## config.mk

```make
export PLATFORM = sky130hd
export DESIGN_NAME = sd_spi_host_sequencer
export DESIGN_NICKNAME = d
export VERILOG_FILES = /design/src/rtl/sdspi_pkg.sv /design/src/rtl/sd_spi_host_sequencer.sv
export SDC_FILE = /design/constraint.sdc
export NUM_CORES = 1
export LEC_CHECK = 0
export ABC_AREA = 1
export BUFFER_PORTS_ARGS = -buffer_cell sky130_fd_sc_hd__clkbuf_2
export CORE_ASPECT_RATIO = 0.7
export CORE_MARGIN = 2
export CORE_UTILIZATION = 65
export CTS_BUF_LIST = sky130_fd_sc_hd__clkbuf_8
export CTS_CLUSTER_SIZE = 25
export DETAILED_ROUTE_END_ITERATION = 10
export PLACE_DENSITY = 0.82
export SLEW_MARGIN = 15
export SYNTH_ARGS = -nofsm -noshare
export SYNTH_HDL_FRONTEND = slang
export SYNTH_SLANG_ARGS = --single-unit
```

## constraint.sdc

```tcl
create_clock -name clk -period 7.75 [get_ports clk]
set_clock_uncertainty 0.05 [all_clocks]
set_input_delay 0 -clock clk [delete_from_list [all_inputs] [get_ports clk]]
set_output_delay 0 -clock clk [all_outputs]
set_load 0.02 [all_outputs]
```

## src/rtl/sdspi_pkg.sv

```systemverilog
// Shared types, codes and constants for the SD card SPI-mode host sequencer.
// No dependencies; imported by sd_spi_host_sequencer.
package sdspi_pkg;

  localparam int BLOCK_BYTES      = 512;
  localparam int IDLE_CLOCK_BYTES = 10;
  localparam int BLOCK_IDX_W      = $clog2(BLOCK_BYTES + 1);
  localparam int OCR_BYTES        = 4;

  typedef enum logic [2:0] {
    ACT_INIT   = 3'd0,
    ACT_READ   = 3'd1,
    ACT_WRITE  = 3'd2,
    ACT_WDATA  = 3'd3,
    ACT_REPLY  = 3'd4
  } action_t;

  typedef enum logic [1:0] {
    KIND_DRIVE  = 2'd0,
    KIND_POLL   = 2'd1,
    KIND_RDATA  = 2'd2,
    KIND_STATUS = 2'd3
  } kind_t;

  typedef enum logic [1:0] {
    ST_OK     = 2'd0,
    ST_ERROR  = 2'd1,
    ST_REJECT = 2'd2
  } status_t;

  typedef enum logic [1:0] {
    CFG_R1_POLL_LIMIT    = 2'd0,
    CFG_INIT_RETRY_LIMIT = 2'd1,
    CFG_TOKEN_WAIT_LIMIT = 2'd2
  } cfg_index_t;

  localparam logic [7:0]  R1_POLL_RESET    = 8'd8;
  localparam logic [15:0] INIT_RETRY_RESET = 16'd255;
  localparam logic [15:0] TOKEN_WAIT_RESET = 16'hFFFF;

  localparam logic [5:0]  CMD_GO_IDLE   = 6'd0;
  localparam logic [5:0]  CMD_IF_COND   = 6'd8;
  localparam logic [5:0]  CMD_READ_BLK  = 6'd17;
  localparam logic [5:0]  CMD_WRITE_BLK = 6'd24;
  localparam logic [5:0]  CMD_SD_OP     = 6'd41;
  localparam logic [5:0]  CMD_APP       = 6'd55;

  localparam logic [7:0]  CMD_BASE      = 8'h40;
  localparam logic [7:0]  CRC_DEFAULT   = 8'h95;
  localparam logic [7:0]  CRC_IF_COND   = 8'h87;
  localparam logic [31:0] ARG_IF_COND   = 32'h0000_01AA;
  localparam logic [31:0] ARG_SD_OP     = 32'h4000_0000;
  localparam logic [7:0]  DATA_TOKEN    = 8'hFE;
  localparam logic [4:0]  RESP_MASK     = 5'h1F;
  localparam logic [4:0]  RESP_ACCEPT   = 5'h05;
  localparam logic [7:0]  R1_BUSY_MASK  = 8'h80;
  localparam logic [7:0]  R1_IDLE       = 8'h01;
  localparam logic [7:0]  R1_READY      = 8'h00;
  localparam logic [7:0]  FILL_BYTE     = 8'hFF;

  // Result bursts caused by one input beat
  typedef enum logic [3:0] {
    B_REJECT,
    B_INIT,
    B_CMD,
    B_POLL,
    B_FINISH,
    B_DRIVE,
    B_WR_LAST,
    B_RD_POLL,
    B_RD_END
  } burst_t;

  typedef struct packed {
    burst_t      burst;
    logic [7:0]  data;
    logic [31:0] arg;
    logic [7:0]  crc;
    status_t     status;
    logic        cs;
  } desc_t;

  function automatic desc_t mk_desc(burst_t b, logic [7:0] d, status_t s, logic c);
    desc_t r;
    r        = '0;
    r.burst  = b;
    r.data   = d;
    r.status = s;
    r.cs     = c;
    return r;
  endfunction

  function automatic desc_t mk_cmd(logic [5:0] idx, logic [31:0] arg, logic [7:0] crc);
    desc_t r;
    r        = '0;
    r.burst  = B_CMD;
    r.data   = CMD_BASE | {2'b00, idx};
    r.arg    = arg;
    r.crc    = crc;
    r.status = ST_OK;
    return r;
  endfunction

endpackage

```

## src/rtl/sd_spi_host_sequencer.sv

```systemverilog
// SD card SPI-mode host sequencer: request decode, card state, result bursts.
// Depends on sdspi_pkg.
// A beat's first result is registered in the burst descriptor, then the outputs.
// A beat with n results holds the input until the last is emitted (one result
// per cycle unless out_ready stalls); single-result beats flow at one per cycle.
// Reset (rst_n low, synchronous): phase idle, counters zero, limits 8/255/65535.
module sd_spi_host_sequencer #(
  parameter int IDLE_CLOCK_BYTES = sdspi_pkg::IDLE_CLOCK_BYTES
) (
  input  logic        clk,
  input  logic        rst_n,
  input  logic        in_valid,
  output logic        in_ready,
  input  logic [2:0]  in_action,
  input  logic [31:0] in_block_address,
  input  logic [7:0]  in_data_byte,
  input  logic [7:0]  in_rx_byte,
  output logic        out_valid,
  input  logic        out_ready,
  output logic [1:0]  out_kind,
  output logic [7:0]  out_tx_byte,
  output logic        out_chip_select,
  output logic [1:0]  out_status,
  output logic        out_last,
  input  logic        cfg_valid,
  output logic        cfg_ready,
  input  logic [1:0]  cfg_index,
  input  logic [15:0] cfg_data
);
  import sdspi_pkg::*;

  localparam int StepW = $clog2(IDLE_CLOCK_BYTES);

  typedef enum logic [3:0] {
    PH_IDLE, PH_INIT_CLK, PH_CMD0, PH_CMD8, PH_OCR, PH_CMD55, PH_ACMD41,
    PH_RD_R1, PH_RD_TOKEN, PH_RD_DATA, PH_WR_R1, PH_WR_DATA, PH_WR_RESP
  } phase_t;

  phase_t                 phase_r, phase_nxt;
  logic [15:0]            attempt_r, attempt_nxt;
  logic [7:0]             poll_r, poll_nxt;
  logic [BLOCK_IDX_W-1:0] bidx_r, bidx_nxt, bidx_inc;
  logic [7:0]             r1_lim_r;
  logic [15:0]            retry_lim_r, token_lim_r;

  desc_t                  desc_r, nb;
  logic                   desc_valid_r, nb_valid;
  logic [StepW-1:0]       step_r;

  logic                   out_valid_r, out_last_r, out_cs_r;
  logic [1:0]             out_kind_r, out_status_r;
  logic [7:0]             out_byte_r;

  logic                   in_fire, emit, emit_last, cs_now;
  kind_t                  e_kind;
  logic [7:0]             e_byte;
  logic                   e_cs;
  status_t                e_st;

  assign cfg_ready = 1'b1;
  assign in_fire   = in_valid && in_ready;
  assign emit      = desc_valid_r && (!out_valid_r || out_ready);
  assign in_ready  = !desc_valid_r || (emit && emit_last);
  assign cs_now    = (phase_r == PH_IDLE) || (phase_r == PH_INIT_CLK);
  assign bidx_inc  = bidx_r + BLOCK_IDX_W'(1);

  // Per-beat decision: next card state and the burst to emit
  always_comb begin
    phase_nxt   = phase_r;
    attempt_nxt = attempt_r;
    poll_nxt    = poll_r;
    bidx_nxt    = bidx_r;
    nb_valid    = 1'b0;
    nb          = mk_desc(B_POLL, FILL_BYTE, ST_OK, 1'b0);
    unique case (in_action)
      ACT_INIT, ACT_READ, ACT_WRITE: begin
        nb_valid = 1'b1;
        if (phase_r != PH_IDLE) begin
          nb = mk_desc(B_REJECT, 8'h00, ST_REJECT, cs_now);
        end else if (in_action == ACT_INIT) begin
          nb          = mk_desc(B_INIT, FILL_BYTE, ST_OK, 1'b1);
          attempt_nxt = '0;
          phase_nxt   = PH_INIT_CLK;
        end else begin
          poll_nxt = 8'd1;
          if (in_action == ACT_READ) begin
            phase_nxt = PH_RD_R1;
            nb = mk_cmd(CMD_READ_BLK, in_block_address, CRC_DEFAULT);
          end else begin
            phase_nxt = PH_WR_R1;
            nb = mk_cmd(CMD_WRITE_BLK, in_block_address, CRC_DEFAULT);
          end
        end
      end
      ACT_WDATA: begin
        nb_valid = 1'b1;
        if (phase_r != PH_WR_DATA) begin
          nb = mk_desc(B_REJECT, 8'h00, ST_REJECT, cs_now);
        end else begin
          bidx_nxt = bidx_inc;
          if (bidx_inc >= BLOCK_IDX_W'(BLOCK_BYTES)) begin
            nb        = mk_desc(B_WR_LAST, in_data_byte, ST_OK, 1'b0);
            phase_nxt = PH_WR_RESP;
          end else begin
            nb = mk_desc(B_DRIVE, in_data_byte, ST_OK, 1'b0);
          end
        end
      end
      ACT_REPLY: begin
        nb_valid = 1'b1;
        unique case (phase_r)
          PH_INIT_CLK: begin
            attempt_nxt = 16'd1;
            poll_nxt    = 8'd1;
            phase_nxt   = PH_CMD0;
            nb          = mk_cmd(CMD_GO_IDLE, 32'h0, CRC_DEFAULT);
          end
          PH_CMD0, PH_CMD8, PH_CMD55, PH_ACMD41, PH_RD_R1, PH_WR_R1: begin
            if (((in_rx_byte & R1_BUSY_MASK) != 8'h00) && (poll_r < r1_lim_r)) begin
              poll_nxt = poll_r + 8'd1;
            end else begin
              unique case (phase_r)
                PH_CMD0: begin
                  poll_nxt = 8'd1;
                  if (in_rx_byte == R1_IDLE) begin
                    phase_nxt = PH_CMD8;
                    nb = mk_cmd(CMD_IF_COND, ARG_IF_COND, CRC_IF_COND);
                  end else if (attempt_r < retry_lim_r) begin
                    attempt_nxt = attempt_r + 16'd1;
                    nb = mk_cmd(CMD_GO_IDLE, 32'h0, CRC_DEFAULT);
                  end else begin
                    phase_nxt = PH_IDLE;
                    nb = mk_desc(B_FINISH, 8'h00, ST_ERROR, 1'b1);
                  end
                end
                PH_CMD8: begin
                  if (in_rx_byte == R1_IDLE) begin
                    bidx_nxt  = '0;
                    phase_nxt = PH_OCR;
                  end else begin
                    attempt_nxt = 16'd1;
                    poll_nxt    = 8'd1;
                    phase_nxt   = PH_CMD55;
                    nb = mk_cmd(CMD_APP, 32'h0, CRC_DEFAULT);
                  end
                end
                PH_CMD55: begin
                  poll_nxt  = 8'd1;
                  phase_nxt = PH_ACMD41;
                  nb = mk_cmd(CMD_SD_OP, ARG_SD_OP, CRC_DEFAULT);
                end
                PH_ACMD41: begin
                  if (in_rx_byte == R1_READY) begin
                    phase_nxt = PH_IDLE;
                    nb = mk_desc(B_FINISH, 8'h00, ST_OK, 1'b1);
                  end else if (attempt_r < retry_lim_r) begin
                    attempt_nxt = attempt_r + 16'd1;
                    poll_nxt    = 8'd1;
                    phase_nxt   = PH_CMD55;
                    nb = mk_cmd(CMD_APP, 32'h0, CRC_DEFAULT);
                  end else begin
                    phase_nxt = PH_IDLE;
                    nb = mk_desc(B_FINISH, 8'h00, ST_ERROR, 1'b1);
                  end
                end
                PH_RD_R1: begin
                  if (in_rx_byte != R1_READY) begin
                    phase_nxt = PH_IDLE;
                    nb = mk_desc(B_FINISH, 8'h00, ST_ERROR, 1'b1);
                  end else begin
                    attempt_nxt = 16'd1;
                    phase_nxt   = PH_RD_TOKEN;
                  end
                end
                default: begin
                  if (in_rx_byte != R1_READY) begin
                    phase_nxt = PH_IDLE;
                    nb = mk_desc(B_FINISH, 8'h00, ST_ERROR, 1'b1);
                  end else begin
                    bidx_nxt  = '0;
                    phase_nxt = PH_WR_DATA;
                    nb = mk_desc(B_DRIVE, DATA_TOKEN, ST_OK, 1'b0);
                  end
                end
              endcase
            end
          end
          PH_OCR: begin
            bidx_nxt = bidx_inc;
            if (bidx_inc >= BLOCK_IDX_W'(OCR_BYTES)) begin
              attempt_nxt = 16'd1;
              poll_nxt    = 8'd1;
              phase_nxt   = PH_CMD55;
              nb = mk_cmd(CMD_APP, 32'h0, CRC_DEFAULT);
            end
          end
          PH_RD_TOKEN: begin
            if (in_rx_byte == DATA_TOKEN) begin
              bidx_nxt  = '0;
              phase_nxt = PH_RD_DATA;
            end else if (attempt_r < token_lim_r) begin
              attempt_nxt = attempt_r + 16'd1;
            end else begin
              phase_nxt = PH_IDLE;
              nb = mk_desc(B_FINISH, 8'h00, ST_ERROR, 1'b1);
            end
          end
          PH_RD_DATA: begin
            bidx_nxt = bidx_inc;
            if (bidx_inc >= BLOCK_IDX_W'(BLOCK_BYTES)) begin
              phase_nxt = PH_IDLE;
              nb = mk_desc(B_RD_END, in_rx_byte, ST_OK, 1'b0);
            end else begin
              nb = mk_desc(B_RD_POLL, in_rx_byte, ST_OK, 1'b0);
            end
          end
          PH_WR_RESP: begin
            phase_nxt = PH_IDLE;
            nb = mk_desc(B_FINISH, 8'h00,
                         ((in_rx_byte[4:0] & RESP_MASK) == RESP_ACCEPT) ? ST_OK : ST_ERROR,
                         1'b1);
          end
          default: nb_valid = 1'b0;
        endcase
      end
      default: nb_valid = 1'b0;
    endcase
  end

  // Burst emitter: result for the current step of the held burst
  always_comb begin
    e_kind    = KIND_DRIVE;
    e_byte    = FILL_BYTE;
    e_cs      = 1'b0;
    e_st      = ST_OK;
    emit_last = 1'b1;
    unique case (desc_r.burst)
      B_REJECT, B_FINISH: begin
        e_kind = KIND_STATUS;
        e_byte = 8'h00;
        e_cs   = desc_r.cs;
        e_st   = desc_r.status;
      end
      B_INIT: begin
        e_cs      = 1'b1;
        emit_last = (step_r == StepW'(IDLE_CLOCK_BYTES - 1));
        e_kind    = emit_last ? KIND_POLL : KIND_DRIVE;
      end
      B_CMD: begin
        emit_last = (step_r == StepW'(6));
        unique case (step_r)
          StepW'(0): e_byte = desc_r.data;
          StepW'(1): e_byte = desc_r.arg[31:24];
          StepW'(2): e_byte = desc_r.arg[23:16];
          StepW'(3): e_byte = desc_r.arg[15:8];
          StepW'(4): e_byte = desc_r.arg[7:0];
          StepW'(5): e_byte = desc_r.crc;
          default:   e_kind = KIND_POLL;
        endcase
      end
      B_POLL: e_kind = KIND_POLL;
      B_DRIVE: e_byte = desc_r.data;
      B_WR_LAST: begin
        emit_last = (step_r == StepW'(3));
        if (step_r == StepW'(0)) begin
          e_byte = desc_r.data;
        end else if (emit_last) begin
          e_kind = KIND_POLL;
        end
      end
      B_RD_POLL: begin
        emit_last = (step_r == StepW'(1));
        if (emit_last) begin
          e_kind = KIND_POLL;
        end else begin
          e_kind = KIND_RDATA;
          e_byte = desc_r.data;
        end
      end
      default: begin
        emit_last = (step_r == StepW'(3));
        if (step_r == StepW'(0)) begin
          e_kind = KIND_RDATA;
          e_byte = desc_r.data;
        end else if (emit_last) begin
          e_kind = KIND_STATUS;
          e_byte = 8'h00;
          e_cs   = 1'b1;
        end
      end
    endcase
  end

  always_ff @(posedge clk) begin
    if (!rst_n) begin
      phase_r      <= PH_IDLE;
      attempt_r    <= '0;
      poll_r       <= '0;
      bidx_r       <= '0;
      r1_lim_r     <= R1_POLL_RESET;
      retry_lim_r  <= INIT_RETRY_RESET;
      token_lim_r  <= TOKEN_WAIT_RESET;
      desc_valid_r <= 1'b0;
      step_r       <= '0;
      out_valid_r  <= 1'b0;
    end else begin
      if (cfg_valid) begin
        unique case (cfg_index)
          CFG_R1_POLL_LIMIT:    r1_lim_r    <= cfg_data[7:0];
          CFG_INIT_RETRY_LIMIT: retry_lim_r <= cfg_data;
          CFG_TOKEN_WAIT_LIMIT: token_lim_r <= cfg_data;
          default: ;
        endcase
      end
      if (in_fire) begin
        phase_r   <= phase_nxt;
        attempt_r <= attempt_nxt;
        poll_r    <= poll_nxt;
        bidx_r    <= bidx_nxt;
      end
      if (in_fire && nb_valid) begin
        desc_r       <= nb;
        desc_valid_r <= 1'b1;
        step_r       <= '0;
      end else if (emit) begin
        if (emit_last) begin
          desc_valid_r <= 1'b0;
        end else begin
          step_r <= step_r + StepW'(1);
        end
      end
      if (emit) begin
        out_valid_r  <= 1'b1;
        out_kind_r   <= e_kind;
        out_byte_r   <= e_byte;
        out_cs_r     <= e_cs;
        out_status_r <= e_st;
        out_last_r   <= emit_last;
      end else if (out_ready) begin
        out_valid_r <= 1'b0;
      end
    end
  end

  assign out_valid       = out_valid_r;
  assign out_kind        = out_kind_r;
  assign out_tx_byte     = out_byte_r;
  assign out_chip_select = out_cs_r;
  assign out_status      = out_status_r;
  assign out_last        = out_last_r;

  a_status_last: assert property (@(posedge clk) disable iff (!rst_n)
    out_valid_r && (out_kind_r == KIND_STATUS) |-> out_last_r)
    else $error("status beat not marked last");

  a_rdata_cs: assert property (@(posedge clk) disable iff (!rst_n)
    out_valid_r && (out_kind_r == KIND_RDATA) |-> !out_cs_r && !out_last_r)
    else $error("read data beat with chip select high or marked last");

  a_end_cs: assert property (@(posedge clk) disable iff (!rst_n)
    out_valid_r && (out_kind_r == KIND_STATUS) && (out_status_r != ST_REJECT) |-> out_cs_r)
    else $error("ending status without chip select release");

  a_bidx_range: assert property (@(posedge clk) disable iff (!rst_n)
    bidx_r <= BLOCK_IDX_W'(BLOCK_BYTES))
    else $error("byte index beyond block");

  a_cmd_step: assert property (@(posedge clk) disable iff (!rst_n)
    desc_valid_r && (desc_r.burst == B_CMD) |-> step_r <= StepW'(6))
    else $error("command burst step out of range");

endmodule

```

---- After elaboration in Yosys (flattened, before gate mapping) ----
Cells that the tools add are included.
cells by class
  add/subtract/negate cells ............... 4
  equal/unequal tests ..................... 64
  mux-type cells .......................... 98
  order comparisons ....................... 5
  bitwise logic cells ..................... 2
  reductions and logical operators ........ 48
operators by type and width
  operator                                                               number
  54-bit 2-to-1 mux                                                      8
  55-bit case mux with 6 select lines                                    1
  55-bit case mux with 5 select lines                                    1
  16-bit 2-to-1 mux                                                      11
  55-bit case mux with 3 select lines                                    1
  53-bit 2-to-1 mux                                                      3
  52-bit 2-to-1 mux                                                      3
  16-bit case mux with 4 select lines                                    2
  55-bit 2-to-1 mux                                                      2
  8-bit case mux with 6 select lines                                     2
  8-bit 2-to-1 mux                                                       11
  4-bit 2-to-1 mux                                                       14
  10-bit 2-to-1 mux                                                      5
  8-bit case mux with 3 select lines                                     2
  47-bit 2-to-1 mux                                                      1
  4-bit by 3-bit equality test with 1-bit output, second input constant  11
  10-bit case mux with 2 select lines                                    2
  16-bit less-than comparator                                            2
  4-bit inequality test, second input constant                           8
  16-bit case mux with 2 select lines                                    1
  10-bit case mux with 3 select lines                                    1
  4-bit by 2-bit equality test with 1-bit output, second input constant  6
  4-bit case mux with 6 select lines                                     1
  3-bit inequality test, second input constant                           7
  other kinds (56)                                                       115
word-level totals
  input bits .............................. 74
  flip-flop bits (word level) ............. 153
  logic and storage cells ................. 242

---- Logic depth before layout (Yosys ltp) ----
  depth after elaboration ................. 9
  mapped depth ............................ 19

---- Least setup slack after synthesis ----
OpenSTA, ideal clock, no wires.
  kind .................................... reg2reg
  from .................................... register step_r[1]
  to ...................................... register desc_r[0] (netlist name), enable pin
  clock period less this slack ............ 4.000 ns
  cell stages (with the launch flop) ...... 13
  arrival ................................. 3.491 ns
  path buffers ............................ 0
  setup slack ............................. 3.750 ns
  data required time ...................... 7.241 ns
  library setup time ...................... 0.459 ns
  cells stage by stage .................... dfxtp_1 inv_1 ha_1 nand3_1 nor2_1 nor2_1 nand3_4 nand2_4 nand2_4 nand2_4 clkinv_2 nand2_1 nor2_1
on the way
  longest elaborated chain between the ends .. 7
ends and longest elaborated chain
  element                                                                       line                                                        RTL
  start: declaration                                                            sd_spi_host_sequencer.sv:48                                 logic [StepW-1:0] step_r;
  start signal: assignment                                                      sd_spi_host_sequencer.sv:329                                step_r <= step_r + StepW'(1);
  4-bit by 2-bit equality test with 1-bit output, or another cell as far along  sd_spi_host_sequencer.sv:264, sd_spi_host_sequencer.sv:281
  1-bit case mux with 4 select lines (*)                                        sd_spi_host_sequencer.sv:237                                unique case (desc_r.burst)
  named net emit_last                                                           sd_spi_host_sequencer.sv:54                                 logic in_fire, emit, emit_last, cs_now;
  1-bit logical AND (*)                                                         sd_spi_host_sequencer.sv:63                                 assign in_ready = !desc_valid_r || (emit && emit_last);
  1-bit logical OR (*)                                                          sd_spi_host_sequencer.sv:63
  named net in_ready                                                            sd_spi_host_sequencer.sv:13                                 output logic in_ready,
  1-bit logical AND (*)                                                         sd_spi_host_sequencer.sv:61                                 assign in_fire = in_valid && in_ready;
  1-bit logical AND (*)                                                         sd_spi_host_sequencer.sv:321                                if (in_fire && nb_valid) begin
  2-bit AND reduction (no line) (*)                                             --
  end signal: assignment                                                        sd_spi_host_sequencer.sv:322                                desc_r <= nb;
  end: declaration                                                              sd_spi_host_sequencer.sv:46                                 desc_t desc_r, nb;
The timed path passes the listed nets; every way through them passes the cells marked *.
A chain may end at the register's enable or synchronous reset.

==> results by group <==
Status
  • Status: finished, final reports clean

Run
  • Max-cap violations: 0

Placement
  • RD Place Congestion: 1.03
  • Dpl ws: 4.88 ns
  • HPWL Detailed: 18,700 microns
  • Post-Place Cells: 1,558
  • I/O Buffers: 89

Clock network
  • Post-CTS sizing: 0
  • CTS tree: yes
  • CTS Sinks: 148
  • CTS Hold Bufs: 66
  • Clock Tree Buf Depth: 2
  • Reg clk slew, reported paths: 0.09 ns
  • Root Buffer: clkbuf_8
  • CTS H-tree lvls: 4
  • Worst-skew pair later-pin latency: 0.46 ns
  • Setup bufs post-CTS: 0
  • Cts bufs inserted: 17

Setup path
  • WS Path Type: reg2reg
  • CP arrival: 3.35 ns
  • CP endpoint kind: flop
  • Reg2Reg Depth: 13
  • CP Max Fanout: 5
  • Critical R2R Capture: desc_r[48]
  • WP data required: 7.92 ns
  • CP delay by family, top: simple AND/OR/NAND/NOR gates
  • CP peak stage delay: 0.55 ns
  • Slowest-stage cell, CP: dlygate4sd3_1
  • R2R setup slack: 4.56 ns
  • Critical R2R Launch: attempt_r[15]
  • Worst path cell trace: ha_1, nand4_1, nor3_1, nand2_1, nand2_1, inv_1, nand2_1, nand3_1, a21oi_1, nand3_1, nand2_1, nand2_1, dlygate4sd3_1
  • Critical Path Start Type: flop
  • Critical path's most frequent cell: nand2_1
  • Sum of buffers and inverters on the critical path: 2

GRT
  • GR Util All Layers: 37.1%
  • Initial antenna violation count: 0
  • Vias in the first global route: 9,064
  • Pin count of the biggest net entering global routing: 57
  • Congestion Overflow GR: 0
  • First-pass GRT wire length: 45,500 microns

Die
  • Die height: 105 microns
  • Core Rows: 36
  • Die area: 0.0154 sq mm
  • I/O pins: 91
  • Chip width: 148 microns
  • Starting Density: 67.0%
  • Placeable Area: 0.0140 sq mm

Synthesis
  • Synth Instances: 1,309
  • Sequential area share after synthesis: 38.4%
  • Synth unique cells: 55
  • Syn nets: 1,428
  • Synth top area cells: edfxtp_1 (20%), dfxtp_1 (18%), nand2_1 (12%)
  • Yosys top cell by area: edfxtp_1
  • Synth Register Bits: 148
  • Syn_area_per_cell: 7.17 sq um
  • Yosys top cell area share: 20.5%
  • Synth warn: 0
  • Synthesized area: 0.00939 sq mm

Power
  • Sw Ratio: 33.2%
  • Sw Pwr: 601 uW
  • PwrDens: 165 mW/mm^2
  • Clock power frac: 30.9%
  • Pint: 1.21 mW
  • Seq pwr share: 48.4%
  • Comb power frac: 20.6%
  • Maximum vdd drop: 0.141 mV
  • Leakage power: 5.03 nW

Hold path
  • WHS Endpoint: desc_r[50]
  • Worst hold path type: in2reg
  • Hold Startpoint: in_rx_byte[7]
  • WHS Path Cells: 5

Routing
  • Via density: 5.88
  • Number of remaining DRC errors: 0
  • DRT iter0 DRCs: 1,221
  • Routed wire length: 28,000 microns
  • Antenna-violating nets left: 0
  • Via count: 9,741
  • Drt first pass iters: 6
  • WL/cell: 16.9 microns

Timing
  • RSZ-0062 raised after global routing: false
  • Final worst slack: 4.56 ns
  • F_max: 314 MHz
  • Slew margin rel.: 29.1%
  • Worst slew pin tran: 1.06 ns
  • Hold Vio Cnt, Final: 0
  • Final Setup Violations: 0
  • Final hold slack: 0.0430 ns
  • Tcrit/Tclk final: 41.1%
  • Final slew viol count: 0
  • Crit path time final: 3.19 ns
  • Setup TNS: 0 ns

Final layout
  • Net count reported at finish: 1,572
  • Area grow syn2layout: 16.6%
  • N_diodes: 0
  • Commonest non-fill, non-tap cell in the layout: nand2_1
  • Share of layout cells above drive strength 1: 12.2%
  • Commonest cells after routing, fill and taps aside: nand2_1 (302), inv_1 (183), nor2_1 (149)
  • Fill cells: 1,036
  • Layout Cells excl Fill: 1,656
-- cells in the mapped netlist (all sizes together) --
cell and number:
o22ai 1, a32o 1, nor2 168, a31o 1, nand4 30, a22oi 1
o32ai 1, ha 45, clkbuf 18, xor2 10, nor3b 1, dfxtp 84
nand3b 3, xnor2 2, o2111ai 7, nand3 101, nor4 4, nand2 315
o311ai 1, and2 1, a21boi 1, nor3 22, inv 193, or2 3
o41ai 2, o21bai 1, a21oi 86, clkinv 3, o211ai 28, o31ai 3
o21a 3, o221ai 1, o21ai 77, a221oi 3, conb 1, a31oi 4
edfxtp 64, buf 16, a22o 3
-- logic make-up (layout without fill, tap and decap cells) --
group	count (synthesis)	after routing	synth area share [%]
flip-flops	148	148	38.4
adder cells (fa/ha/maj)	45	45	6.00
buffers and inverters	230	387	9.74
XOR/XNOR	12	12	1.12
AND/OR/NAND/NOR	648	648	30.6
AO/OA/AOI/OAI	225	225	14.1
other	1	1	0.0399
-- how the worst max path moves through the flow --
stage / from / end / slack [ns] / cells after the start
detailed placement: in_action[0] / desc_r[25] / 4.88 / 10
finish: attempt_r[15] / desc_r[48] / 4.56 / 13
CTS: attempt_r[15] / desc_r[48] / 4.63 / 13
global route: retry_lim_r[15] / desc_r[48] / 4.24 / 14
global placement: in_action[0] / desc_r[22] / 4.95 / 10
floorplan: step_r[1] / desc_r[0] / 3.75 / 12
-- layout make-up --
cell class	count	area [sq um]	area share [%]
timing repair buffer	159	1140	10.4
clock inverter	15	123	1.12
inverter	196	737	6.73
tap	190	238	2.17
multi-input combinational	931	4880	44.6
sequential	148	3600	32.9
clock buffer	17	234	2.14
-- metal layers --
layer	global-route usage, %	share of wire [%]
met5	0	0
met2	53.9	42
met3	10.1	12
met4	10.8	2.0
met1	54.2	44
-- per-stage QoR --
stage          total power [mW]  cell area [sq um]  util, %
6_report                   1.81              11000     78.2
5_1_grt                    1.89              11000     78.2
4_1_cts                    1.79              10900     78.2
3_5_place_dp               1.22               9930     70.9
3_3_place_gp               1.21               9930     70.9
2_1_floorplan              1.12               9390        -
-- sequential cells by signal (all words and copies together), names as in the netlist --
| signal | count |
|---|---|
| out_status | 2 |
| retry_lim_r | 16 |
| step_r | 4 |
| phase_r | 4 |
| attempt_r | 16 |
| bidx_r | 10 |
| out_kind | 2 |
| desc_r | 50 |
| token_lim_r | 16 |
| out_last | 1 |
| r1_lim_r | 8 |
| poll_r | 8 |
| out_valid | 1 |
| desc_valid_r | 1 |
| out_chip_select | 1 |
| out_tx_byte | 8 |
-- power by group through the flow --
stage                     Combinational, mW  Sequential, mW  Clock [mW]
after floorplan                       0.231           0.893           0
after global placement                0.319           0.892           0
after detailed placement              0.325           0.893           0
after CTS                             0.354           0.875       0.561
after global routing                  0.411           0.880       0.594
final                                 0.373           0.876       0.560
-- worst reg2reg max path, delay by kind of cell (launching register included) --
kind	cells	cell delay (ns)
AO/OA/AOI/OAI	1	0.20
adder cells (fa/ha/maj)	1	0.35
buffers and inverters	2	0.62
flip-flops	1	0.37
AND/OR/NAND/NOR	9	1.36
Power figures use the tool's default switching activity.
